[src/rtl/pngu_pkg.sv]
// pngu_pkg: shared types, codes and the paeth predictor for the png scanline unfilter
// used by every module under rtl except pngu_row_mem; no dependencies
package pngu_pkg;

  // filter type codes carried by the first byte of each row
  typedef enum logic [2:0] {
    FLT_NONE  = 3'd0,
    FLT_SUB   = 3'd1,
    FLT_UP    = 3'd2,
    FLT_AVG   = 3'd3,
    FLT_PAETH = 3'd4
  } flt_e;

  // configuration register indexes
  localparam logic [1:0] CFG_BPP       = 2'd0;
  localparam logic [1:0] CFG_ROW_BYTES = 2'd1;
  localparam logic [1:0] CFG_ROWS      = 2'd2;

  localparam int unsigned CfgDataW = 16;

  // input item
  typedef struct packed {
    logic [7:0] stream_byte;
    logic       start_of_image;
  } in_item_t;

  // result item
  typedef struct packed {
    logic [7:0] pixel_byte;
    logic       row_end;
    logic       image_end;
    logic       bad_filter;
  } out_item_t;

  // item handed from the control stage to the reconstruction stage
  typedef struct packed {
    logic       is_err;
    flt_e       filter;
    logic [7:0] data;
    logic       left_ok;
    logic       has_above;
    logic       row_end;
    logic       image_end;
  } tag_t;

  // paeth predictor: nearest of left, above, upper-left to left + above - upper-left
  function automatic logic [7:0] paeth(input logic [7:0] a, input logic [7:0] b,
                                       input logic [7:0] c);
    logic signed [9:0] da;
    logic signed [9:0] db;
    logic signed [9:0] dc;
    logic [9:0] pa;
    logic [9:0] pb;
    logic [9:0] pc;
    da = $signed({2'b00, b}) - $signed({2'b00, c});
    db = $signed({2'b00, a}) - $signed({2'b00, c});
    dc = da + db;
    pa = da[9] ? 10'(-da) : 10'(da);
    pb = db[9] ? 10'(-db) : 10'(db);
    pc = dc[9] ? 10'(-dc) : 10'(dc);
    if (pa <= pb && pa <= pc) begin
      paeth = a;
    end else if (pb <= pc) begin
      paeth = b;
    end else begin
      paeth = c;
    end
  endfunction

endpackage

[src/rtl/pngu_recon.sv]
// pngu_recon: reconstruction stage with pixel history, write-back and output register
// depends on pngu_pkg
module pngu_recon #(
  parameter int unsigned MaxPixelBytes = 4,
  parameter int unsigned AddrW         = 13,
  parameter int unsigned BppIdxW       = 2
) (
  input  logic                  clk_i,
  input  logic                  rst_ni,
  input  logic                  issue_i,
  input  pngu_pkg::tag_t        tag_i,
  input  logic [AddrW-1:0]      addr_i,
  input  logic [BppIdxW-1:0]    bpp_idx_i,
  input  logic [7:0]            rd_data_i,
  output logic                  wr_en_o,
  output logic [AddrW-1:0]      wr_addr_o,
  output logic [7:0]            wr_data_o,
  output logic                  busy_o,
  output logic                  out_valid_o,
  input  logic                  out_stall_i,
  output pngu_pkg::out_item_t   out_item_o
);

  logic                  s1_valid_q;
  pngu_pkg::tag_t        s1_tag_q;
  logic [AddrW-1:0]      s1_addr_q;
  logic [BppIdxW-1:0]    s1_bidx_q;
  logic                  out_valid_q;
  pngu_pkg::out_item_t   out_item_q;
  logic [7:0]            left_q  [MaxPixelBytes];
  logic [7:0]            upper_q [MaxPixelBytes];

  logic                  s1_adv;
  logic [7:0]            a;
  logic [7:0]            b;
  logic [7:0]            c;
  logic [8:0]            ab_sum;
  logic [7:0]            pred;
  logic [7:0]            recon;

  // stage 1 moves on whenever the output register is free or being taken
  assign s1_adv = s1_valid_q && !(out_valid_q && out_stall_i);
  assign busy_o = s1_valid_q && out_valid_q && out_stall_i;

  // predictor inputs
  assign b      = s1_tag_q.has_above ? rd_data_i : 8'd0;
  assign a      = s1_tag_q.left_ok ? left_q[s1_bidx_q] : 8'd0;
  assign c      = (s1_tag_q.left_ok && s1_tag_q.has_above) ? upper_q[s1_bidx_q] : 8'd0;
  assign ab_sum = {1'b0, a} + {1'b0, b};

  always_comb begin
    case (s1_tag_q.filter)
      pngu_pkg::FLT_SUB:   pred = a;
      pngu_pkg::FLT_UP:    pred = b;
      pngu_pkg::FLT_AVG:   pred = ab_sum[8:1];
      pngu_pkg::FLT_PAETH: pred = pngu_pkg::paeth(a, b, c);
      default:             pred = 8'd0;
    endcase
  end

  assign recon = s1_tag_q.data + pred;

  // write-back into the row memory
  assign wr_en_o   = s1_adv && !s1_tag_q.is_err;
  assign wr_addr_o = s1_addr_q;
  assign wr_data_o = recon;

  // stage 1 control
  always_ff @(posedge clk_i or negedge rst_ni) begin
    if (!rst_ni) begin
      s1_valid_q <= 1'b0;
    end else if (issue_i) begin
      s1_valid_q <= 1'b1;
    end else if (s1_adv) begin
      s1_valid_q <= 1'b0;
    end
  end

  // stage 1 payload
  always_ff @(posedge clk_i) begin
    if (issue_i) begin
      s1_tag_q  <= tag_i;
      s1_addr_q <= addr_i;
      s1_bidx_q <= bpp_idx_i;
    end
  end

  // history of reconstructed and above-row bytes
  always_ff @(posedge clk_i) begin
    if (wr_en_o) begin
      for (int k = MaxPixelBytes - 1; k > 0; k--) begin
        left_q[k]  <= left_q[k-1];
        upper_q[k] <= upper_q[k-1];
      end
      left_q[0]  <= recon;
      upper_q[0] <= b;
    end
  end

  // output register
  always_ff @(posedge clk_i or negedge rst_ni) begin
    if (!rst_ni) begin
      out_valid_q <= 1'b0;
    end else if (s1_adv) begin
      out_valid_q <= 1'b1;
    end else if (!out_stall_i) begin
      out_valid_q <= 1'b0;
    end
  end

  always_ff @(posedge clk_i) begin
    if (s1_adv) begin
      out_item_q.pixel_byte <= s1_tag_q.is_err ? 8'd0 : recon;
      out_item_q.row_end    <= s1_tag_q.row_end;
      out_item_q.image_end  <= s1_tag_q.image_end;
      out_item_q.bad_filter <= s1_tag_q.is_err;
    end
  end

  assign out_valid_o = out_valid_q;
  assign out_item_o  = out_item_q;

  // an error item carries no pixel and no row marks
  a_err_clean : assert property (@(posedge clk_i) disable iff (!rst_ni)
    out_valid_q && out_item_q.bad_filter |->
      out_item_q.pixel_byte == 8'd0 && !out_item_q.row_end && !out_item_q.image_end)
    else $error("error item carries data");

  // the last byte of the image is also the last byte of its row
  a_img_row : assert property (@(posedge clk_i) disable iff (!rst_ni)
    out_valid_q && out_item_q.image_end |-> out_item_q.row_end)
    else $error("image end without row end");

  // a new item only enters stage 1 when the previous one leaves
  a_no_overrun : assert property (@(posedge clk_i) disable iff (!rst_ni)
    issue_i |-> !s1_valid_q || s1_adv)
    else $error("stage 1 overrun");

  // a write-back is followed by a result on the output
  a_wr_out : assert property (@(posedge clk_i) disable iff (!rst_ni)
    wr_en_o |=> out_valid_q && !out_item_q.bad_filter)
    else $error("write-back without result");

endmodule

[config.mk]
export PLATFORM = sky130hd
export DESIGN_NAME = pngu_recon
export DESIGN_NICKNAME = d
export VERILOG_FILES = /design/src/rtl/pngu_pkg.sv /design/src/rtl/pngu_recon.sv
export SDC_FILE = /design/constraint.sdc
export NUM_CORES = 1
export LEC_CHECK = 0
export ABC_AREA = 1
export BUFFER_PORTS_ARGS = -buffer_cell sky130_fd_sc_hd__buf_2
export CAP_MARGIN = 20
export CELL_PAD_IN_SITES_DETAIL_PLACEMENT = 1
export CELL_PAD_IN_SITES_GLOBAL_PLACEMENT = 1
export CORE_MARGIN = 2
export CORE_UTILIZATION = 49
export CTS_BUF_LIST = sky130_fd_sc_hd__clkbuf_8 sky130_fd_sc_hd__clkbuf_16
export DETAILED_ROUTE_END_ITERATION = 12
export GPL_ROUTABILITY_DRIVEN = 0
export GPL_TIMING_DRIVEN = 0
export PLACE_DENSITY_LB_ADDON = 0.1
export RECOVER_POWER = 100
export SYNTH_ARGS = -nofsm -noshare
export SYNTH_HDL_FRONTEND = slang
export SYNTH_SLANG_ARGS = --single-unit
[constraint.sdc]
create_clock -name clk_i -period 10.4 [get_ports clk_i]
set_input_delay 0.52 -clock clk_i [delete_from_list [all_inputs] [get_ports clk_i]]
set_output_delay 0.52 -clock clk_i [all_outputs]
set_load 0.02 [all_outputs]
# After elaboration in Yosys (flattened, before gate mapping)
# Memories as Yosys holds them, arrays and structs flattened. A register that Yosys moved wholly into a read port is not among the register bits.
# Cells that the tools add are included.
totals:
  reg_bits: 44
  latchBits: 0
  ramBits: 64
  mem_bits_ro: 0
  input_bits: 43
  memories: 2
mem_list:
  columns: ["name", "depth", "width", "read_ports", "rd_clocked_by_memory_dff", "wr", "line", "text"]
  rows:
  - ["left_q", 4, 8, 4, 1, 4, "pngu_recon.sv:30", "logic [7:0] left_q [MaxPixelBytes];"]
  - ["upper_q", 4, 8, 4, 1, 4, "pngu_recon.sv:31", "logic [7:0] upper_q [MaxPixelBytes];"]
classes:
  addsub: 8
  mul: 0
  div: 0
  n_lt_le_gt_ge: 3
  eq_ne: 5
  shift: 0
  n_mux: 17
  bitwise: 0
  reduce_logical: 10
op_table:
  columns: ["operator", "count"]
  rows:
  - ["8-bit two-way mux", 5]
  - ["8-bit case mux with 4 select lines", 1]
  - ["10-bit <= comparator", 3]
  - ["10-bit two-way mux", 3]
  - ["9-bit negator with 10-bit output", 2]
  - ["8-bit by 8-bit subtractor with 9-bit output", 2]
  - ["9-bit by 9-bit adder with 10-bit output", 1]
  - ["10-bit negator", 1]
  - ["8-bit by 8-bit adder with 9-bit output", 1]
  - ["8-bit adder", 1]
  - ["1-bit logical AND", 7]
  - ["3-bit by 2-bit == test with 1-bit output, second input constant", 2]
  - ["1-bit two-way mux", 6]
  - ["2-bit two-way mux", 2]
  - ["3-bit by 1-bit == test with 1-bit output, second input constant", 1]
  - ["3-bit == test, second input constant", 1]
  - ["1-bit zero test", 2]
  - ["2-bit by 1-bit inequality test with 1-bit output, second input constant", 1]
  - ["2-bit nonzero test", 1]

# Depth between registers and ports, before layout
# Gate-level depths: netlist (run 1).
depth:
  word_depth: 11
  ltp_mapped: 53
  depth_no_buf: 51

# Least setup slack after synthesis (run 1)
# OpenSTA, ideal clock, no wires.
synth_path:
  path_type: "reg2out"
  startpoint: "register with a tool-made name"
  endpoint: "output port wr_data_o[7]"
  t_arrival_ns: 6.779
  path_slack_ns: 3.101
  stages_incl_launch_ff: 48
  n_path_buf: 4
  cell_sequence: "dfxtp_1 buf_4 clkbuf_1 nor2_1 nor2_1 o21ai_0 a21oi_1 ha_1 inv_1 fa_1 nand3_1 nand2_1 a21oi_1 o21bai_1 xor2_1 ha_1 or2_2 nand3_2 [12 not listed] inv_1 clkbuf_1 nand2_1 o211ai_1 o21ai_0 a22oi_1 o221ai_1 ha_1 inv_1 o21bai_1 a21oi_1 o21bai_1 a21oi_1 nor2_1 nor2_1 xor2_1 xor2_1 inv_1"
synth_lines:
  columns: ["item", "line", "text"]
  rows:
  - ["to (decl)", "pngu_recon.sv:17", "output logic [7:0] wr_data_o,"]

==> results of run 1 <==
-- metal layers --
layer  part of all wire [%]  GRT usage, %  vias up
li1                       -             -     2935
met1                     44         34.60     2972
met2                     49         44.66      165
met3                    5.9         5.183       23
met4                    1.2         4.783        0
met5                      0             0        -
-- placed cells by master (no fill, tap or decap), types with 4 or more instances in the layout --
cell type,synthesis,layout
a21oi_1,41,40
buf_2,2,39
clkbuf_1,9,46
clkbuf_16,0,9
conb_1,2,4
edfxtp_1,106,106
ha_1,68,68
inv_1,115,114
inv_2,7,7
nand2_1,161,161
nand2_2,15,15
nand3_1,34,34
nand3_2,8,8
nand4_1,4,4
nor2_1,80,80
nor3_1,9,9
o2111ai_1,6,6
o21ai_0,55,56
o21ai_1,7,6
o21bai_1,8,8
o221ai_1,6,6
o22ai_1,7,7
xor2_1,29,29
-- final cells by class --
class / instances / area (sq um)
Buffer: 12 / 66.31
Clock buffer: 9 / 225.2
Clock inverter: 7 / 103.9
Fill cell: 1776 / 6324
Inverter: 122 / 461.7
Multi-Input combinational cell: 576 / 3498
Sequential cell: 110 / 3273
Tap cell: 184 / 230.2
Timing Repair Buffer: 79 / 351.6
-- metrics by stage --
| stage | instance area [sq um] | hold slack (ps) | worst slack [ps] |
|---|---|---|---|
| finish | 8210 | 321.5 | 775.0 |
| global route | 8210 | 312.6 | 101.6 |
| CTS | 8282 | 316.0 | 240.3 |
| detailed placement | 7943 | 310.6 | 801.5 |
| global placement | 7915 | 304.6 | 1115 |
| floorplan | 7300 | 224.4 | 3101 |
-- worst reg2reg max path, delay by kind of cell (launching register included) --
family / cells / cell delay, ps
fa+ha+maj: 5 / 1920
xor+xnor: 4 / 1040
flops: 1 / 400
compound gates: 14 / 2670
buf+inv: 10 / 1540
simple gates: 8 / 1000
-- kinds of logic after synthesis --
group,count (synthesis)
DFF,110
AOI/OAI and AO/OA,144
xor gates and xnor gates,33
buffers and inverters,136
other,2
adders and majority gates,71
and+or+nand+nor,324
-- flip-flops by register name (all words and copies together), names as in the netlist, named ones only --
name and cells:
left_q 32, upper_q 32, s1_tag_q 16, wr_addr_o 13, out_item_o 11, s1_bidx_q 2, out_valid_o 1, s1_valid_q 1
-- Yosys cell counts, types with 9 or more instances --
| cell | instances | share of area [%] |
|---|---|---|
| ha_1 | 68 | 12 |
| nand2_1 | 161 | 8.3 |
| nor3_1 | 9 | 0.62 |
| nand3_1 | 34 | 2.3 |
| a21oi_1 | 41 | 2.8 |
| xor2_1 | 29 | 3.5 |
| nor2_1 | 80 | 4.1 |
| o21ai_0 | 55 | 3.8 |
| nand2_2 | 15 | 1.3 |
| inv_1 | 115 | 5.9 |
| clkbuf_1 | 9 | 0.46 |
| edfxtp_1 | 106 | 44 |
-- repair_timing --
action,CTS,global route
hold buffers,1,0
hold endpoints to repair,2,0
resized for setup,0,4
setup endpoints to repair,0,3
-- worst paths after layout --
path	start	end	depth (start not counted)
worst min-delay path	tag_i[3]	s1_tag_q[3]	1
worst max register to register	register	left_q[0][7]	41
worst min register to register	s1_tag_q[1]	out_item_o[2]	0
min in group asynchronous	rst_ni	s1_valid_q	2
max in group asynchronous	rst_ni	out_valid_o	2
worst max-delay path	register	wr_data_o[7]	42
-- power breakdown --
| group | internal, mW | leakage [nW] | switching (mW) |
|---|---|---|---|
| logic | 0.386 | 2.54 | 0.773 |
| registers | 0.535 | 1.05 | 0.0170 |
| clock network | 0.195 | 0.160 | 0.175 |
| total | 1.12 | 3.74 | 0.965 |
==> flow_summary.toml, run 1 <==
[sta]
finalClockSkew_ps = 18.98
rsz0062_at_grt = "no"
fin_tns_setup_ps = 0
hold_violations = 0
slew_viol_final = 103
post-route-period-util_pct = 92.55
period_needed_ps = 9625
tightest_slew_ps = 2620
setup_viol = 0
fmax_ghz = 0.1039
slew_headroom_pct = -75.31

[power]
power_density_nw_per_um2 = 253.5
power_mw = 2.081
ir_drop_mv = 0.09855
total_leakage_power_nw = 3.743

[global_route]
grt_usage_pct = 25.99
grt_pass1_wl_um = 32860
grt_pass1_vias = 6508
antenna_found_initial = 0
gr-total-overflow = 0
grt_max_degree = 37

[worst_setup_path]
r2r_slack_ps = 1580
cpPeakStageDelay_ps = 560
critical_path_class = "register to primary output"
startpoint_type = "register"
crit_required_ps = 9880
cp_top_family = "compound AO/OA/AOI/OAI gates"
crit_fanout = 12
path_buf_inv = 11
end_kind = "primary output"
arrival_ps = 9100
crit_slowest_cell = "fa_1"
crit_top_cell = "inv_1"

[die]
fp.dieH_um = 126.0
io_pins = 78
num_rows = 44
start_util_pct = 50.17
core_sq_um = 14530
die_area_sq_um = 15870
die_w_um = 126.0

[routing]
postRouteAntennaNets = 0
wl_per_cell_um = 18.47
drt-initial-drc-count = 485
drtPass1Iterations = 6
routed_wl_um = 20300
post-route-drc-count = 0
vias_per_cell = 5.546
via_count = 6095

[synthesis]
synthSimpleGateAreaFrac_pct = 19.61
async_reset_ff_share_pct = 1.818
syn-instance-count = 820
synth_edf_count = 106
avgSynthCellArea_sq_um = 8.893
syn_area_sq_um = 7292
synthFlopType = "edfxtp_1"
synth-seq-cells = 110
ys_seq_area_share_pct = 44.89
ys.warnings.count = 0
synth_xor_xnor_area_share_pct = 4.067
synth_top_family_by_area = "simple AND/OR/NAND/NOR gates"
synthMuxAreaShare_pct = 0
synth_compound_area_share_pct = 11.55
synth_cell_types = 46
synthAdderAreaFrac_pct = 12.49

[clocking]
clockBufferDepth = 2
postCtsSetupRepairBufs = 0
clock_sinks = 110
clkTransAtPathRegs_ps = 80
cts_buffers = 9
worstSkewPairLatency_ps = 370
root_buffer = "clkbuf_16"
htreeDepth = 3
cts_tree = "yes"

[worst_hold_path]
hp-class = "input pin to register"

[final_layout]
drive_gt1_share_pct = 11.69
fin_util_pct = 56.49
final_cells = 1099
nets = 1024
area_growth_syn_to_layout_pct = 12.59
diodes = 0

[placement]
dp_hpwl_um = 16440
dpl.cell_count = 1084
io_buffers = 77

[run]
drv_cap = 3

[run_status]
status = "complete, but fails checks"
violations = "capacitance limit, slew limit"
Power figures use the tool's default switching activity.
==> run 2: changes to the inputs <==
--- a/config.mk
+++ b/config.mk
@@ -17,7 +17,7 @@
 export GPL_ROUTABILITY_DRIVEN = 0
 export GPL_TIMING_DRIVEN = 0
 export PLACE_DENSITY_LB_ADDON = 0.1
-export RECOVER_POWER = 100
+export RECOVER_POWER = 50
 export SYNTH_ARGS = -nofsm -noshare
 export SYNTH_HDL_FRONTEND = slang
 export SYNTH_SLANG_ARGS = --single-unit
==> run 2 against run 1 <==
Effect of this change: the flow still finishes with violations (capacitance limit, slew limit); count of clock-buffer cells in the layout unchanged; design area increased by 0.81%; routed wire length increased by 0.42%; cell count unchanged; non-clock buffer count unchanged; sequential share of layout area decreased by 0.32 points; core utilization increased by 0.46 points; clock skew increased by 3.3 ps; global-route usage unchanged; power increased by 0.58%; setup slack got worse by 20 ps; critical path depth decreased by 2.
==> flow_summary.toml, run 2 (synthesized netlist as in run 1, its figures left out) <==
[run_status]
status = "complete, but fails checks"
violations = "capacitance limit, slew limit"

[worst_setup_path]
end_kind = "primary output"
startpoint_type = "register"
crit_fanout = 12
crit_slowest_cell = "fa_1"
crit_top_cell = "inv_1"
arrival_ps = 9130
crit_required_ps = 9880
critical_path_class = "register to primary output"
cpPeakStageDelay_ps = 550

[final_layout]
area_growth_syn_to_layout_pct = 13.50
reg_top3 = "left_q x32, upper_q x32, s1_tag_q x16"
drive_gt1_share_pct = 15.63
nFillCells = 1761
postLayoutCellArea_sq_um = 8277
nets = 1024
diodes = 0
final_common_cell = "nand2_1"
mostFrequentLayoutCells = "161 x nand2_1, 114 x inv_1, 106 x edfxtp_1"
fin_util_pct = 56.95

[clocking]
worstSkewPairLatency_ps = 370
clock_sinks = 110
cts_tree = "yes"
root_buffer = "clkbuf_16"
clockBufferDepth = 2
clkTransAtPathRegs_ps = 80
htreeDepth = 3
cts_buffers = 9

[routing]
vias_per_cell = 5.583
postRouteAntennaNets = 0
wl_per_cell_um = 18.55
drtPass1Iterations = 5
via_count = 6136
drt-initial-drc-count = 417
post-route-drc-count = 0
routed_wl_um = 20380

[sta]
fin_tns_setup_ps = 0
setup_viol = 0
period_needed_ps = 9645
fmax_ghz = 0.1037
post-route-period-util_pct = 92.74
tightest_slew_ps = 1726
slew_headroom_pct = -15.04
finalClockSkew_ps = 22.27
layout_setup_ws_ps = 754.7
slew_viol_final = 35
hold_violations = 0
rsz0062_at_grt = "no"

[global_route]
grt_pass1_vias = 6508
grt_usage_pct = 25.99
antenna_found_initial = 0
gr-total-overflow = 0
grt_max_degree = 37
grt_pass1_wl_um = 32860

[die]
io_pins = 78
die_area_sq_um = 15870
die_w_um = 126.0
start_util_pct = 50.17
num_rows = 44
fp.dieH_um = 126.0
core_sq_um = 14530

[placement]
dp_slack_ps = 801.5
dp_hpwl_um = 16440
io_buffers = 77
placed_area_sq_um = 7943

[power]
total_leakage_power_nw = 3.847
power_density_nw_per_um2 = 252.9
power_mw = 2.093
ir_drop_mv = 0.09884

[run]
drv_cap = 1

[worst_hold_path]
hp-class = "input pin to register"
==> run 2: per-stage QoR <==
stage,hold WS [ps],cells
after floorplan,224.4,822
after global placement,304.6,1083
after detailed placement,310.6,1084
after CTS,316.0,1101
after global routing,312.6,1099
final,317.8,1099
==> run 2: path summary, 6_finish.rpt <==
kind	cells after the start	end	slack, ps	from
worst max-delay path	40	wr_data_o[7]	750	register
worst min-delay path	1	s1_tag_q[3]	320	tag_i[3]
max in group asynchronous	2	out_valid_o	9790	rst_ni
worst min register to register	0	out_item_o[2]	440	s1_tag_q[1]
min in group asynchronous	2	s1_valid_q	480	rst_ni
worst max register to register	39	left_q[0][7]	1560	register
==> run 2: power breakdown <==
part | internal (mW) | switching (mW)
Sequential | 0.534 | 0.0166
Combinational | 0.395 | 0.777
Clock | 0.195 | 0.176
Total | 1.12 | 0.970
==> run 2: layout make-up <==
cell class / count / area, sq um / area share, %
flip-flops and latches: 110 / 3273 / 39.55
clock inverters: 7 / 103.9 / 1.255
multi-input cells: 576 / 3506 / 42.36
repair buffers: 79 / 410.4 / 4.958
inverters: 122 / 461.7 / 5.578
well taps: 184 / 230.2 / 2.782
plain buffers: 12 / 66.31 / 0.8012
clock buffers: 9 / 225.2 / 2.721
==> run 2: routing by layer <==
metal | routed length [um] | part of all wire [%] | GRT usage, %
met2 | 9906 | 49 | 44.66
met5 | 0 | 0 | 0
met3 | 1229 | 6.0 | 5.183
met1 | 9041 | 44 | 34.60
met4 | 204 | 1.0 | 4.783
==> run 2: worst max-delay path, delay by kind of cell (launching register included) <==
| family | cells | cell delay (ps) |
|---|---|---|
| xor+xnor | 4 | 1050 |
| buf+inv | 11 | 1740 |
| fa+ha+maj | 5 | 1910 |
| compound gates | 12 | 2520 |
| flops | 1 | 400 |
| simple gates | 8 | 1140 |
==> run 2: timing repair <==
item                                    in CTS  in global routing
resized for setup                            0                  4
hold endpoints to repair                     2                  0
hold buffers                                 1                  0
endpoints found under the setup margin       0                  3
buffers inserted                             0                  0
