### src/rtl/pngu_pkg.sv
// pngu_pkg: shared types, codes and the paeth predictor for the png scanline unfilter
// used by every module under rtl except pngu_row_mem; no dependencies
package pngu_pkg;

  // filter type codes carried by the first byte of each row
  typedef enum logic [2:0] {
    FLT_NONE  = 3'd0,
    FLT_SUB   = 3'd1,
    FLT_UP    = 3'd2,
    FLT_AVG   = 3'd3,
    FLT_PAETH = 3'd4
  } flt_e;

  // configuration register indexes
  localparam logic [1:0] CFG_BPP       = 2'd0;
  localparam logic [1:0] CFG_ROW_BYTES = 2'd1;
  localparam logic [1:0] CFG_ROWS      = 2'd2;

  localparam int unsigned CfgDataW = 16;

  // input item
  typedef struct packed {
    logic [7:0] stream_byte;
    logic       start_of_image;
  } in_item_t;

  // result item
  typedef struct packed {
    logic [7:0] pixel_byte;
    logic       row_end;
    logic       image_end;
    logic       bad_filter;
  } out_item_t;

  // item handed from the control stage to the reconstruction stage
  typedef struct packed {
    logic       is_err;
    flt_e       filter;
    logic [7:0] data;
    logic       left_ok;
    logic       has_above;
    logic       row_end;
    logic       image_end;
  } tag_t;

  // paeth predictor: nearest of left, above, upper-left to left + above - upper-left
  function automatic logic [7:0] paeth(input logic [7:0] a, input logic [7:0] b,
                                       input logic [7:0] c);
    logic signed [9:0] da;
    logic signed [9:0] db;
    logic signed [9:0] dc;
    logic [9:0] pa;
    logic [9:0] pb;
    logic [9:0] pc;
    da = $signed({2'b00, b}) - $signed({2'b00, c});
    db = $signed({2'b00, a}) - $signed({2'b00, c});
    dc = da + db;
    pa = da[9] ? 10'(-da) : 10'(da);
    pb = db[9] ? 10'(-db) : 10'(db);
    pc = dc[9] ? 10'(-dc) : 10'(dc);
    if (pa <= pb && pa <= pc) begin
      paeth = a;
    end else if (pb <= pc) begin
      paeth = b;
    end else begin
      paeth = c;
    end
  endfunction

endpackage

### src/rtl/pngu_ctrl.sv
// pngu_ctrl: configuration registers and the per-byte row sequencer
// depends on pngu_pkg
module pngu_ctrl #(
  parameter int unsigned MaxRowBytes   = 8192,
  parameter int unsigned MaxPixelBytes = 4,
  parameter int unsigned AddrW         = 13,
  parameter int unsigned BppIdxW       = 2
) (
  input  logic                           clk_i,
  input  logic                           rst_ni,
  input  logic                           cfg_we_i,
  input  logic [1:0]                     cfg_idx_i,
  input  logic [pngu_pkg::CfgDataW-1:0]  cfg_data_i,
  input  logic                           accept_i,
  input  pngu_pkg::in_item_t             item_i,
  output logic                           issue_o,
  output logic                           rd_en_o,
  output pngu_pkg::tag_t                 tag_o,
  output logic [AddrW-1:0]               addr_o,
  output logic [BppIdxW-1:0]             bpp_idx_o
);

  localparam int unsigned RbW  = $clog2(MaxRowBytes + 1);
  localparam int unsigned CmpW = (RbW > 14) ? RbW : 14;

  logic [2:0]         bpp_q;
  logic [13:0]        row_bytes_q;
  logic [15:0]        image_rows_q;
  logic [AddrW-1:0]   col_q, col_d;
  logic               want_q, want_d;
  logic [15:0]        rows_q, rows_d;
  pngu_pkg::flt_e     filter_q, filter_d;
  logic               halted_q, halted_d;

  logic [3:0]         bpp_eff;
  logic [CmpW-1:0]    rb_eff;
  logic               soi;
  logic [AddrW-1:0]   col_v;
  logic [15:0]        rows_v;
  logic               halt_v;
  logic               want_v;
  logic               drop;
  logic [CmpW-1:0]    col_next;
  logic               row_done;
  logic [15:0]        rows_inc;

  // configuration writes
  always_ff @(posedge clk_i or negedge rst_ni) begin
    if (!rst_ni) begin
      bpp_q        <= 3'd1;
      row_bytes_q  <= 14'd1;
      image_rows_q <= 16'd1;
    end else if (cfg_we_i) begin
      case (cfg_idx_i)
        pngu_pkg::CFG_BPP:       bpp_q        <= cfg_data_i[2:0];
        pngu_pkg::CFG_ROW_BYTES: row_bytes_q  <= cfg_data_i[13:0];
        pngu_pkg::CFG_ROWS:      image_rows_q <= cfg_data_i[15:0];
        default: ;
      endcase
    end
  end

  // clamp registers into their working ranges
  always_comb begin
    bpp_eff = {1'b0, bpp_q};
    if (bpp_eff == 4'd0) begin
      bpp_eff = 4'd1;
    end else if (bpp_eff > 4'(MaxPixelBytes)) begin
      bpp_eff = 4'(MaxPixelBytes);
    end
    rb_eff = CmpW'(row_bytes_q);
    if (rb_eff == '0) begin
      rb_eff = CmpW'(1);
    end else if (rb_eff > CmpW'(MaxRowBytes)) begin
      rb_eff = CmpW'(MaxRowBytes);
    end
  end

  // start of image folded in ahead of everything else
  assign soi      = item_i.start_of_image;
  assign col_v    = soi ? '0 : col_q;
  assign rows_v   = soi ? 16'd0 : rows_q;
  assign halt_v   = soi ? 1'b0 : halted_q;
  assign want_v   = soi | want_q;
  assign drop     = halt_v || (rows_v >= image_rows_q);
  assign col_next = CmpW'(col_v) + CmpW'(1);
  assign row_done = col_next >= rb_eff;
  assign rows_inc = rows_v + 16'd1;

  assign addr_o    = col_v;
  assign bpp_idx_o = BppIdxW'(bpp_eff - 4'd1);

  // next state and stage-1 handoff
  always_comb begin
    col_d    = col_q;
    want_d   = want_q;
    rows_d   = rows_q;
    filter_d = filter_q;
    halted_d = halted_q;
    issue_o  = 1'b0;
    rd_en_o  = 1'b0;
    tag_o.is_err    = 1'b0;
    tag_o.filter    = filter_q;
    tag_o.data      = item_i.stream_byte;
    tag_o.left_ok   = CmpW'(col_v) >= CmpW'(bpp_eff);
    tag_o.has_above = rows_v != 16'd0;
    tag_o.row_end   = 1'b0;
    tag_o.image_end = 1'b0;
    if (accept_i) begin
      col_d    = col_v;
      want_d   = want_v;
      rows_d   = rows_v;
      halted_d = halt_v;
      if (!drop) begin
        if (want_v) begin
          if (item_i.stream_byte > 8'(pngu_pkg::FLT_PAETH)) begin
            halted_d     = 1'b1;
            issue_o      = 1'b1;
            tag_o.is_err = 1'b1;
          end else begin
            filter_d = pngu_pkg::flt_e'(item_i.stream_byte[2:0]);
            want_d   = 1'b0;
            col_d    = '0;
          end
        end else begin
          issue_o = 1'b1;
          rd_en_o = 1'b1;
          if (row_done) begin
            tag_o.row_end   = 1'b1;
            tag_o.image_end = rows_inc == image_rows_q;
            rows_d          = rows_inc;
            want_d          = 1'b1;
            col_d           = '0;
          end else begin
            col_d = AddrW'(col_next);
          end
        end
      end
    end
  end

  // sequencer state
  always_ff @(posedge clk_i or negedge rst_ni) begin
    if (!rst_ni) begin
      col_q    <= '0;
      want_q   <= 1'b1;
      rows_q   <= 16'd0;
      filter_q <= pngu_pkg::FLT_NONE;
      halted_q <= 1'b0;
    end else begin
      col_q    <= col_d;
      want_q   <= want_d;
      rows_q   <= rows_d;
      filter_q <= filter_d;
      halted_q <= halted_d;
    end
  end

endmodule

### config.mk
export PLATFORM = sky130hd
export DESIGN_NAME = pngu_ctrl
export DESIGN_NICKNAME = d
export VERILOG_FILES = /design/src/rtl/pngu_pkg.sv /design/src/rtl/pngu_ctrl.sv
export SDC_FILE = /design/constraint.sdc
export NUM_CORES = 1
export LEC_CHECK = 0
export ABC_AREA = 1
export BUFFER_PORTS_ARGS = -buffer_cell sky130_fd_sc_hd__buf_2
export CAP_MARGIN = 0
export CORE_MARGIN = 2
export CORE_UTILIZATION = 42
export DETAILED_ROUTE_END_ITERATION = 10
export MAX_ROUTING_LAYER = met4
export PLACE_DENSITY_LB_ADDON = 0.25
export SLEW_MARGIN = 30
export SYNTH_ARGS = -nofsm -noshare
export SYNTH_HDL_FRONTEND = slang
export SYNTH_SLANG_ARGS = --single-unit
### constraint.sdc
create_clock -name clk_i -period 3 [get_ports clk_i]
set_clock_uncertainty 0.15 [all_clocks]
set_input_delay 0.15 -clock clk_i [delete_from_list [all_inputs] [get_ports clk_i]]
set_output_delay 0.15 -clock clk_i [all_outputs]
set_load 0.05 [all_outputs]
# --- After elaboration in Yosys (flattened, before gate mapping) ---
# Index checks and enable logic that the tools add are counted.
word_totals:
  ff_bits: 67
  out_inout_bits: 33
  elab_cells: 66
op_classes:
  add_sub_neg: 3
  n_lt_le_gt_ge: 6
  n_eq_ne: 3
  muxes: 34
  bitwise_logic: 3
  reduce_logical: 9
ops:
  columns: ["cell", "n"]
  rows:
  - ["13-bit 2-to-1 mux", 5]
  - ["16-bit 2-to-1 mux", 4]
  - ["14-bit 2-to-1 mux", 2]
  - ["1-bit 2-to-1 mux", 17]
  - ["16-bit by 1-bit adder with 16-bit output, second input constant", 1]
  - ["16-bit equality test", 1]
  - ["16-bit >= comparator", 1]
  - ["16-bit nonzero test", 1]
  - ["13-bit by 1-bit adder with 14-bit output, second input constant", 1]
  - ["14-bit >= comparator", 1]
  - ["14-bit > comparator, second input constant", 1]
  - ["14-bit zero test", 1]
  - ["13-bit by 3-bit >= comparator with 1-bit output", 1]
  - ["8-bit by 3-bit > comparator with 1-bit output, second input constant", 1]
  - ["2-bit 2-to-1 mux", 4]
  - ["3-bit 2-to-1 mux", 2]
  - ["2-bit AND reduction", 3]
  - ["4-bit AND reduction", 1]
  - ["3-bit > comparator, second input constant", 1]
  - ["3-bit zero test", 1]
  - ["2-bit by 1-bit equality test with 1-bit output, second input constant", 1]
  - ["2-bit equality test, second input constant", 1]
  - ["2-bit zero test", 1]
  - ["1-bit inverter", 2]
  - ["other kinds (3)", 3]

# --- Longest topological paths before layout ---
# Gate-level depths: netlist of run 1.
depth:
  depth_word: 8
  ltp_mapped: 23
  depth_no_buf: 22

# --- Worst setup path after synthesis of run 1 ---
# Ideal clock, no wire load.
synth_timing:
  path_type: "register to output"
  start: "reg col_q[4]"
  end: "out tag_o[0] in the netlist's numbering"
  arrival_ns: 4.218
  setup_slack_ns: -1.518
  stages_incl_launch_ff: 20
  n_path_buf: 0
  path_cell_list: "dfrtp_1 -> inv_1 -> nor2_1 -> nand2_1 -> nor3_1 -> nand2_1 -> inv_1 -> nand2_1 -> nor4_1 -> ha_1 -> nand2_1 -> nor2_1 -> nand3_1 -> nor2_1 -> o21ai_0 -> nand3_1 -> nand2_1 -> nor2_2 -> nand3_1 -> nor2_1"
synth_lines:
  columns: ["element", "line_no", "source"]
  rows:
  - ["from (decl)", "pngu_ctrl.sv:29", "logic [AddrW-1:0] col_q, col_d;"]
  - ["from (signal assigned)", "pngu_ctrl.sv:151", "col_q <= col_d;"]
  - ["to (decl)", "pngu_ctrl.sv:18", "output pngu_pkg::tag_t tag_o,"]

==> results of run 1 <==
-- layout make-up --
| type | instances | area [um2] | share of cell area, % |
|---|---|---|---|
| well taps | 168 | 210 | 2.97 |
| flip-flops and latches | 67 | 1680 | 23.8 |
| clock buffers | 10 | 229 | 3.24 |
| multi-input cells | 594 | 3320 | 46.9 |
| repair buffers | 165 | 1190 | 16.8 |
| clock inverters | 6 | 41.3 | 0.584 |
| inverters | 108 | 405 | 5.73 |
-- worst min-delay path, cell delays in order --
cell and delay, ps:
buf_2 110, nand3_1 180, o21ai_0 100
-- cell families after synthesis --
group,count (synthesis),synth area share (%)
adders and majority gates,36,8.58
AOI/OAI and AO/OA,78,7.74
DFF,67,32.0
xor gates and xnor gates,13,3.22
and+or+nand+nor,467,37.7
buffers and inverters,136,10.8
-- stage by stage --
| step | TNS (ps) | std cells | setup slack [ps] |
|---|---|---|---|
| finish | -4530 | 1118 | -355 |
| global route | -9820 | 1118 | -534 |
| CTS | -2440 | 1111 | -314 |
| detailed placement | -2890 | 1062 | -139 |
| global placement | -1660 | 1062 | -91.4 |
| floorplan | -2340 | 797 | -467 |
-- path summary, 6_finish.rpt --
| path | start | endpoint | slack, ps | depth (start not counted) |
|---|---|---|---|---|
| min in group asynchronous | rst_ni | row_bytes_q[1] | 200 | 2 |
| worst min register to register | col_q[11] | col_q[11] | 330 | 2 |
| worst max register to register | col_q[5] | rows_q[12] | -190 | 22 |
| max in group asynchronous | rst_ni | col_q[12] | 1860 | 3 |
| worst max-delay path | col_q[5] | tag_o[0] | -350 | 18 |
| worst min-delay path | cfg_we_i | bpp_q[0] | 50 | 3 |
-- state kept, by name, summed over array words and instances, names as in the netlist --
name and count:
want_q 1, halted_q 1, rows_q 16, filter_q 3
col_q 13, bpp_q 3, row_bytes_q 14, image_rows_q 16
-- timing repair --
action / CTS / global route
setup buffers: 11 / 7
hold buffers: 20 / 0
gates cloned: 2 / 0
endpoints found under the hold margin: 73 / 0
setup endpoints to repair: 30 / 35
resized for setup: 30 / 57
pin swaps: 3 / 30
-- power groups by stage --
stage | Combinational [W] | Sequential (W) | Clock (W)
finish | 0.000846 | 0.00107 | 0.00100
global route | 0.000937 | 0.00108 | 0.00106
floorplan | 0.000499 | 0.00108 | 0
global placement | 0.000749 | 0.00108 | 0
CTS | 0.000805 | 0.00107 | 0.00103
detailed placement | 0.000761 | 0.00108 | 0
-- cells in the final DEF, fill, tap and decap left out, types with 9 or more instances in the layout --
| cell type | instances |
|---|---|
| nand2_1 | 275 |
| inv_1 | 96 |
| buf_4 | 75 |
| dfrtp_1 | 62 |
| buf_2 | 59 |
| nand3_1 | 53 |
| nor2_1 | 49 |
| o21ai_0 | 41 |
| ha_1 | 34 |
| nand2_2 | 21 |
| dlygate4sd3_1 | 20 |
| nor2_4 | 16 |
| a21oi_1 | 16 |
| nor2_2 | 16 |
| inv_2 | 11 |
| o21ai_1 | 9 |
| nand4_1 | 9 |
| clkbuf_16 | 9 |
| buf_6 | 9 |
-- routing by layer --
metal	routed length, um	part of all wire, %
met3	911	5.6
met4	367	2.3
met2	7500	46
met5	0	0
met1	7490	46
==> flow_metrics.env, run 1 <==
export IMPL_status="finished, violations left"
export IMPL_failed_checks="setup timing"
export IMPL_grt_max_degree=44
export IMPL_grt_overflow=0
export IMPL_maxSlewHeadroom_pct=45.4
export IMPL_synth_fp_nets=864
export IMPL_cts_num_sinks=67
export IMPL_hold_violations=0
export IMPL_first_iter_violations=448
export IMPL_syn_cell_area_um2=5250
export IMPL_clock_path_buffers=2
export IMPL_place_congestion=0.943
export IMPL_synth_main_ff_cell="dfrtp_1"
export IMPL_coreArea_um2=12100
export IMPL_hold_ws_ps=51.2
export IMPL_chipWidth_um=116
export IMPL_peakVddDrop_mv=0.400
export IMPL_drive_gt1_share_pct=26.9
export IMPL_final_util_pct=58.4
export IMPL_wl_per_cell_um=14.5
export IMPL_ant_nets=0
export IMPL_cp_data_arrival_time_ps=3050
export IMPL_drc_errors=0
export IMPL_ys_ff_latch=67
export IMPL_final_cell_area_um2=7070
export IMPL_synth_area_top_cells="dfrtp_1, nand2_1, ha_1, inv_1, nand3_1"
export IMPL_die_area_um2=13400
export IMPL_antenna_found_initial=0
export IMPL_slowest_stage="dfrtp_1"
export IMPL_worst_slew_pin_transition_ps=816
export IMPL_wirelength_um=16300
export IMPL_clkPwrFrac_pct=34.3
export IMPL_place_area_um2=6140
export IMPL_crit_family="simple AND/OR/NAND/NOR gates"
export IMPL_finalCriticalPeriod_ps=3350
export IMPL_critPathLaunchType="flop"
export IMPL_grt_pass1_vias=5202
export IMPL_insertion_delay_ps=350
export IMPL_power_share_combinational_pct=29.0
export IMPL_htree_levels=3
export IMPL_endpoint_kind="primary output"
export IMPL_cp_num_buf_inv=2
export IMPL_yosysMostFrequentCell="nand2_1"
export IMPL_synth_top_cell_area_share_pct=30.0
export IMPL_switching_share_pct=35.7
export IMPL_cts_tree="built"
export IMPL_timing_final_crit_share_pct=112
export IMPL_rows=40
export IMPL_rsz0062_at_grt="yes"
export IMPL_hp_class="input port to flop"
export IMPL_top_usage_layer="met2"
export IMPL_nets=1012
export IMPL_first_pass_iters=5
export IMPL_synth_top_area_cell="dfrtp_1"
export IMPL_p_leak_nw=3.82
export IMPL_worst_path_max_fanout=3
export IMPL_use_met1_pct=34.6
export IMPL_setup_viol=29
export IMPL_cts_made_buffers=9
export IMPL_yosys_top_cells_count="nand2_1, inv_1, nor2_1, dfrtp_1, nand3_1"
export IMPL_synth_area_per_cell_um2=6.59
export IMPL_critical_path_class="flop to primary output"
export IMPL_power_density_nw_per_um2=413
export IMPL_synth_edf_count=0
export IMPL_synth_cell_type_count=35
export IMPL_power_switching_w=0.00104
export IMPL_grt_use_met3_pct=4.60
export IMPL_diodes=0
export IMPL_area_growth_synth_to_final_pct=34.7
export IMPL_clock_fmax_mhz=298
export IMPL_required_ps=2700
export IMPL_p_int_w=0.00188
export IMPL_fillers=1159
export IMPL_yosysSeqAreaShare_pct=32.0
export IMPL_path_clk_slew_ps=60
export IMPL_netlist_instances=797
export IMPL_synth_warnings=0
export IMPL_portBuffers=63
export IMPL_final_max_slew_viol_count=0
export IMPL_path_cells="inv_2, nor2_4, nand2_2, nor3_4, nand3_2, xor2_1, ha_1, nand2_1, nor2_2, nand3_2, nor2_4, o21ai_2, nand3_2, nand2_2, nor2_4, nand3_2, nor2_4, buf_8"
export IMPL_maxCapViolCount=0
export IMPL_io_pins=64
export IMPL_synthArstFlopShare_pct=100
export IMPL_max_stage_delay_ps=400
export IMPL_setup_slack_ps=-355
export IMPL_grtUsageMet2_pct=40.5
export IMPL_finalPower_w=0.00292
export IMPL_avgViaCountPerCell=5.00
export IMPL_start_util_pct=43.4
export IMPL_grt_pass1_wl_um=26000
export IMPL_dp_hpwl_um=11600
export IMPL_vias=5594
export IMPL_root_buffer="clkbuf_16"
export IMPL_grtUsageTotal_pct=26.0
export IMPL_pwr_share_seq_pct=36.7
export IMPL_dieHeight_um=116
Note: power is estimated with default switching activity, not from simulation.
==> run 2: changes to the inputs <==
Settings changed: BUFFER_PORTS_ARGS -buffer_cell sky130_fd_sc_hd__buf_2 to unset, DONT_BUFFER_PORTS set to 1.
==> run 2 against run 1 <==
The run still ends with setup timing left. Critical path depth is 1 higher. First-iteration DRC count is 15% higher. Power up 3.8%. Worst setup slack worse by 69 ps. Largest cell class unchanged. Wire length up 2.7%. Largest power group is now clock. Sequential share of layout area increased by 0.67 points. Utilization down 1.6 points. Critical path type unchanged. Highest routed layer unchanged. Sequential power about the same. Clock power up 17%. Non-clock buffer count is 64 lower. Critical endpoint unchanged. Register-to-register slack about the same. Cell area shrank 2.8%.
==> flow_metrics.env, run 2 (same netlist as run 1, synthesis figures left out) <==
export IMPL_wirelength_um=16700
export IMPL_required_ps=2700
export IMPL_critPathLaunchType="flop"
export IMPL_path_cells="inv_1, nor2_4, nand2_4, nor3_4, nand2_2, o21ai_1, nand2_2, ha_4, nand2_2, nor2_4, nand3_2, nor2_1, nor2_1, nand3_1, nand2_2, nor2_4, nand3_2, nor2_4, buf_12"
export IMPL_final_common_cell="nand2_1"
export IMPL_rsz0062_at_grt="yes"
export IMPL_avgViaCountPerCell=5.22
export IMPL_first_pass_iters=5
export IMPL_final_util_pct=56.8
export IMPL_antenna_found_initial=0
export IMPL_r2r_slack_ps=-200
export IMPL_cts_tree="built"
export IMPL_whs_path_depth=3
export IMPL_rr_endpoint="col_q[8]"
export IMPL_cts_made_buffers=9
export IMPL_finalPower_w=0.00303
export IMPL_grt_pass1_wl_um=26200
export IMPL_p_leak_nw=3.64
export IMPL_critical_path_class="flop to primary output"
export IMPL_vias=5511
export IMPL_ant_nets=0
export IMPL_chipWidth_um=116
export IMPL_setup_slack_ps=-424
export IMPL_drc_errors=0
export IMPL_status="finished, violations left"
export IMPL_clock_path_buffers=2
export IMPL_grt_pass1_vias=5141
export IMPL_hold_ws_ps=3.98
export IMPL_final_max_slew_viol_count=0
export IMPL_min_to="bpp_q[1]"
export IMPL_maxCapViolCount=0
export IMPL_diodes=0
export IMPL_timing_final_crit_share_pct=114
export IMPL_grt_max_degree=68
export IMPL_finalCriticalPeriod_ps=3420
export IMPL_setup_viol=32
export IMPL_first_iter_violations=513
export IMPL_area_growth_synth_to_final_pct=30.9
export IMPL_die_area_um2=13400
export IMPL_root_buffer="clkbuf_16"
export IMPL_start_util_pct=43.4
export IMPL_portBuffers=0
export IMPL_nets=949
export IMPL_clock_fmax_mhz=292
export IMPL_path_clk_slew_ps=60
export IMPL_maxSlewHeadroom_pct=47.6
export IMPL_worst_path_max_fanout=3
export IMPL_layout_common_cells="nand2_1, inv_1, dfrtp_1, buf_4, nand3_1"
export IMPL_dieHeight_um=116
export IMPL_max_stage_delay_ps=350
export IMPL_cts_num_sinks=67
export IMPL_endpoint_kind="primary output"
export IMPL_cp_data_arrival_time_ps=3120
export IMPL_slowest_stage="dfrtp_1"
export IMPL_insertion_delay_ps=340
export IMPL_io_pins=64
export IMPL_hold_start="cfg_idx_i[1]"
export IMPL_failed_checks="setup timing"
export IMPL_coreArea_um2=12100
export IMPL_final_cell_area_um2=6880
export IMPL_hp_class="input port to flop"
export IMPL_wl_per_cell_um=15.8
export IMPL_r2r_start="col_q[0]"
export IMPL_worst_slew_pin_transition_ps=784
export IMPL_grtUsageTotal_pct=26.1
export IMPL_dp_slack_ps=-144
export IMPL_top_regs="image_rows_q (16), rows_q (16), row_bytes_q (14)"
export IMPL_rr_worst_depth=19
export IMPL_grt_overflow=0
export IMPL_place_area_um2=5710
export IMPL_peakVddDrop_mv=0.295
export IMPL_dp_hpwl_um=11300
export IMPL_power_density_nw_per_um2=441
export IMPL_rows=40
export IMPL_drive_gt1_share_pct=19.8
export IMPL_htree_levels=3
export IMPL_place_congestion=1.01
export IMPL_hold_violations=0
## run 2: changes by cell type in the layout (fill, tap and decap cells not counted), sizes merged
cell         delta
inv             -1
clkinvlp        -1
clkbuf          +2
dlygate4sd3     +8
nand2           +1
bufinv          +2
clkinv          -2
buf            -72
## run 2: area by class of cell
| cell class | instances | area, um2 |
|---|---|---|
| sequential | 67 | 1680 |
| fill | 1160 | 5240 |
| multi-input combinational | 595 | 3340 |
| clock inverter | 4 | 75.1 |
| tap | 168 | 210 |
| timing repair buffer | 101 | 908 |
| clock buffer | 12 | 246 |
| inverter | 108 | 415 |
## run 2: repair_timing
item / CTS / global route
gates resized for setup: 40 / 44
endpoints found under the setup margin: 32 / 33
pin swaps: 18 / 32
hold buffers: 30 / 0
cloned: 1 / 1
buffers inserted: 16 / 12
endpoints found under the hold margin: 129 / 0
## run 2: layer usage
| layer | track usage [%] | up-vias | routed length [um] |
|---|---|---|---|
| li1 | - | 2697 | - |
| met1 | 34.8 | 2561 | 7420 |
| met2 | 39.1 | 216 | 7710 |
| met3 | 4.92 | 37 | 1130 |
| met4 | 10.5 | 0 | 451 |
| met5 | - | - | 0 |
## run 2: worst max-delay path by stage
stage               cells past startpoint       from  slack, ps       end
floorplan                              20  item_i[0]       -470  tag_o[0]
global placement                       18   col_q[0]          3  tag_o[1]
detailed placement                     19   col_q[1]       -140  tag_o[1]
CTS                                    20   col_q[1]       -350  tag_o[0]
global route                           19   col_q[4]       -610  tag_o[0]
finish                                 19   col_q[4]       -420  tag_o[0]
## run 2: critical path, delay by kind of cell, from the launching register on
| kind | cells | cell delay (ps) |
|---|---|---|
| and+or+nand+nor | 15 | 1720 |
| DFF | 1 | 350 |
| adders and majority gates | 1 | 300 |
| buffers and inverters | 2 | 210 |
| AOI/OAI and AO/OA | 1 | 200 |
## run 2: where the power goes
part | leakage [nW] | internal (W) | total, W | switching [W]
logic | 2.62 | 0.000289 | 0.000753 | 0.000464
registers | 0.869 | 0.00100 | 0.00110 | 0.000102
clock network | 0.149 | 0.000751 | 0.00117 | 0.000423
total | 3.64 | 0.00204 | 0.00303 | 0.000989
## run 2: through the flow
| stage | TNS [ps] | cells |
|---|---|---|
| floorplan | -2340 | 797 |
| global placement | 0 | 982 |
| detailed placement | -1030 | 982 |
| CTS | -3250 | 1044 |
| global route | -11010 | 1055 |
| finish | -5380 | 1055 |
==> run 3: changes to the inputs <==
Settings changed: MAX_ROUTING_LAYER met4 to unset.
==> run 3 against run 2 <==
The flow still finishes with violations (setup timing). Wire length is 3.3% lower. Clock-buffer cell count stayed put. Global-route usage down 1.2 points. First-iteration DRC count shrank 9.2%. Combinational power up 1%. Clock power decreased by 9%. Via count shrank 1.8%. Sequential power is essentially flat. Power shrank 3.3%. Final cell count shrank 0.47%. Die area unchanged. Largest power group is now sequential cells.
==> flow_metrics.env, run 3 (same netlist as run 1, synthesis figures left out) <==
export IMPL_seq_area_um2=1680
export IMPL_first_iter_violations=466
export IMPL_power_share_combinational_pct=26.0
export IMPL_critPathLaunchType="flop"
export IMPL_grtUsageTotal_pct=24.8
export IMPL_layout_common_cells="nand2_1, inv_1, dfrtp_1, buf_4, nand3_1"
export IMPL_grt_pass1_vias=5092
export IMPL_dp_hpwl_um=11300
export IMPL_io_pins=64
export IMPL_clock_fmax_mhz=298
export IMPL_grt_max_degree=68
export IMPL_first_pass_iters=5
export IMPL_switching_share_pct=33.1
export IMPL_top_regs="image_rows_q (16), rows_q (16), row_bytes_q (14)"
export IMPL_finalCriticalPeriod_ps=3360
export IMPL_avgViaCountPerCell=5.15
export IMPL_status="finished, violations left"
export IMPL_failed_checks="setup timing"
export IMPL_ant_nets=0
export IMPL_path_cells="inv_2, nor2_4, nand2_4, nor3_4, nand2_2, o21ai_1, nand2_1, ha_1, nand2_1, nor2_4, nand3_4, nor2_4, nor2_2, nand3_2, nand2_2, nor2_4, nand3_2, nor2_4, buf_12"
export IMPL_p_int_w=0.00196
export IMPL_peakVddDrop_mv=0.326
export IMPL_fillers=1152
export IMPL_wl_per_cell_um=15.4
export IMPL_pwr_share_seq_pct=37.5
export IMPL_slowest_stage="dfrtp_1"
export IMPL_rsz0062_at_grt="yes"
export IMPL_root_buffer="clkbuf_16"
export IMPL_drive_gt1_share_pct=19.3
export IMPL_die_area_um2=13400
export IMPL_drc_errors=0
export IMPL_diodes=0
export IMPL_grt_overflow=0
export IMPL_whs_path_depth=3
export IMPL_cts_tree="built"
export IMPL_critical_path_class="flop to primary output"
export IMPL_clock_path_buffers=2
export IMPL_final_max_slew_viol_count=0
export IMPL_final_util_pct=56.4
export IMPL_maxSlewHeadroom_pct=43.0
export IMPL_start_util_pct=43.4
export IMPL_maxCapViolCount=0
export IMPL_tns_ps=-3940
export IMPL_clkPwrFrac_pct=36.5
export IMPL_rows=40
export IMPL_dp_slack_ps=-116
export IMPL_vias=5411
export IMPL_nets=944
export IMPL_timing_final_crit_share_pct=112
export IMPL_required_ps=2700
export IMPL_multi_input_area_um2=3360
export IMPL_hold_ws_ps=13.2
export IMPL_rr_worst_depth=23
export IMPL_setup_viol=29
export IMPL_finalPower_w=0.00293
export IMPL_area_growth_synth_to_final_pct=30.1
export IMPL_coreArea_um2=12100
export IMPL_max_stage_delay_ps=390
export IMPL_chipWidth_um=116
export IMPL_power_density_nw_per_um2=429
export IMPL_hold_violations=0
export IMPL_place_congestion=0.967
export IMPL_final_common_cell="nand2_1"
export IMPL_cts_num_sinks=67
export IMPL_endpoint_kind="primary output"
export IMPL_setup_slack_ps=-360
export IMPL_cts_made_buffers=9
export IMPL_portBuffers=0
export IMPL_htree_levels=3
export IMPL_worst_path_most_repeated_cell="nor2_4"
export IMPL_p_leak_nw=3.61
export IMPL_worst_slew_pin_transition_ps=852
export IMPL_power_switching_w=0.000969
export IMPL_worst_path_max_fanout=4
export IMPL_grt_pass1_wl_um=25700
export IMPL_dieHeight_um=116
export IMPL_hp_class="input port to flop"
export IMPL_cp_data_arrival_time_ps=3060
export IMPL_insertion_delay_ps=350
export IMPL_path_clk_slew_ps=60
export IMPL_antenna_found_initial=0
export IMPL_wirelength_um=16200
[run 3: cell count changes in the layout (fill, tap and decap cells not counted), moves of 2 or more]
| cell | change |
|---|---|
| buf_6 | -5 |
| inv_1 | -2 |
| inv_2 | +2 |
| nand2_1 | +7 |
| nand2_2 | -6 |
| nand3_1 | -2 |
| nor2_4 | +2 |
| o21ai_0 | -2 |
| xnor2_1 | +2 |
| xnor2_2 | -2 |
[run 3: critical path: cells and delay by family (launching register included)]
kind	cells	cell delay (ps)
compound gates	1	130
fa+ha+maj	1	320
buf+inv	2	200
flops	1	390
simple gates	15	1660
[run 3: per-stage QoR]
| stage | area (um2) | std cells |
|---|---|---|
| finish | 6830 | 1050 |
| global route | 6830 | 1050 |
| CTS | 6540 | 1040 |
| detailed placement | 5720 | 981 |
| global placement | 5720 | 981 |
| floorplan | 5330 | 797 |
[run 3: timing repair]
action / 4_1_cts / 5_1_grt
buffers inserted: 14 / 12
endpoints found under the setup margin: 24 / 33
pin swaps: 24 / 39
gates resized for setup: 24 / 54
hold buffers: 30 / 0
cloned: 2 / 0
hold endpoints to repair: 129 / 0
[run 3: cell type report]
| type | instances | share of cell area, % |
|---|---|---|
| clock buffers | 12 | 3.61 |
| inverters | 108 | 6.01 |
| clock inverters | 4 | 0.732 |
| well taps | 168 | 3.08 |
| multi-input cells | 595 | 49.1 |
| flip-flops and latches | 67 | 24.6 |
| repair buffers | 96 | 12.8 |
[run 3: final timing paths]
| kind | from | endpoint | slack (ps) |
|---|---|---|---|
| min in group asynchronous | rst_ni | col_q[0] | 220 |
| hold / removal | cfg_idx_i[1] | bpp_q[1] | 10 |
| setup / recovery | col_q[4] | tag_o[0] | -360 |
| max in group asynchronous | rst_ni | image_rows_q[0] | 2160 |
| setup reg to reg | col_q[4] | col_q[12] | -180 |
| hold reg to reg | col_q[11] | col_q[11] | 330 |
[run 3: per-layer routing]
layer	track usage, %	wire (um)	vias to the layer above
met5	0	0	-
met4	9.76	537	0
met3	6.22	1240	44
met2	38.0	7170	205
met1	33.9	7210	2480
li1	-	-	2682
[run 3: power by group through the flow]
stage          clock (W)  combinational [W]  sequential, W
6_report         0.00107           0.000762        0.00110
5_1_grt          0.00113           0.000848        0.00111
4_1_cts          0.00108           0.000706        0.00109
3_5_place_dp           0           0.000610        0.00111
3_3_place_gp           0           0.000596        0.00111
2_1_floorplan          0           0.000499        0.00108
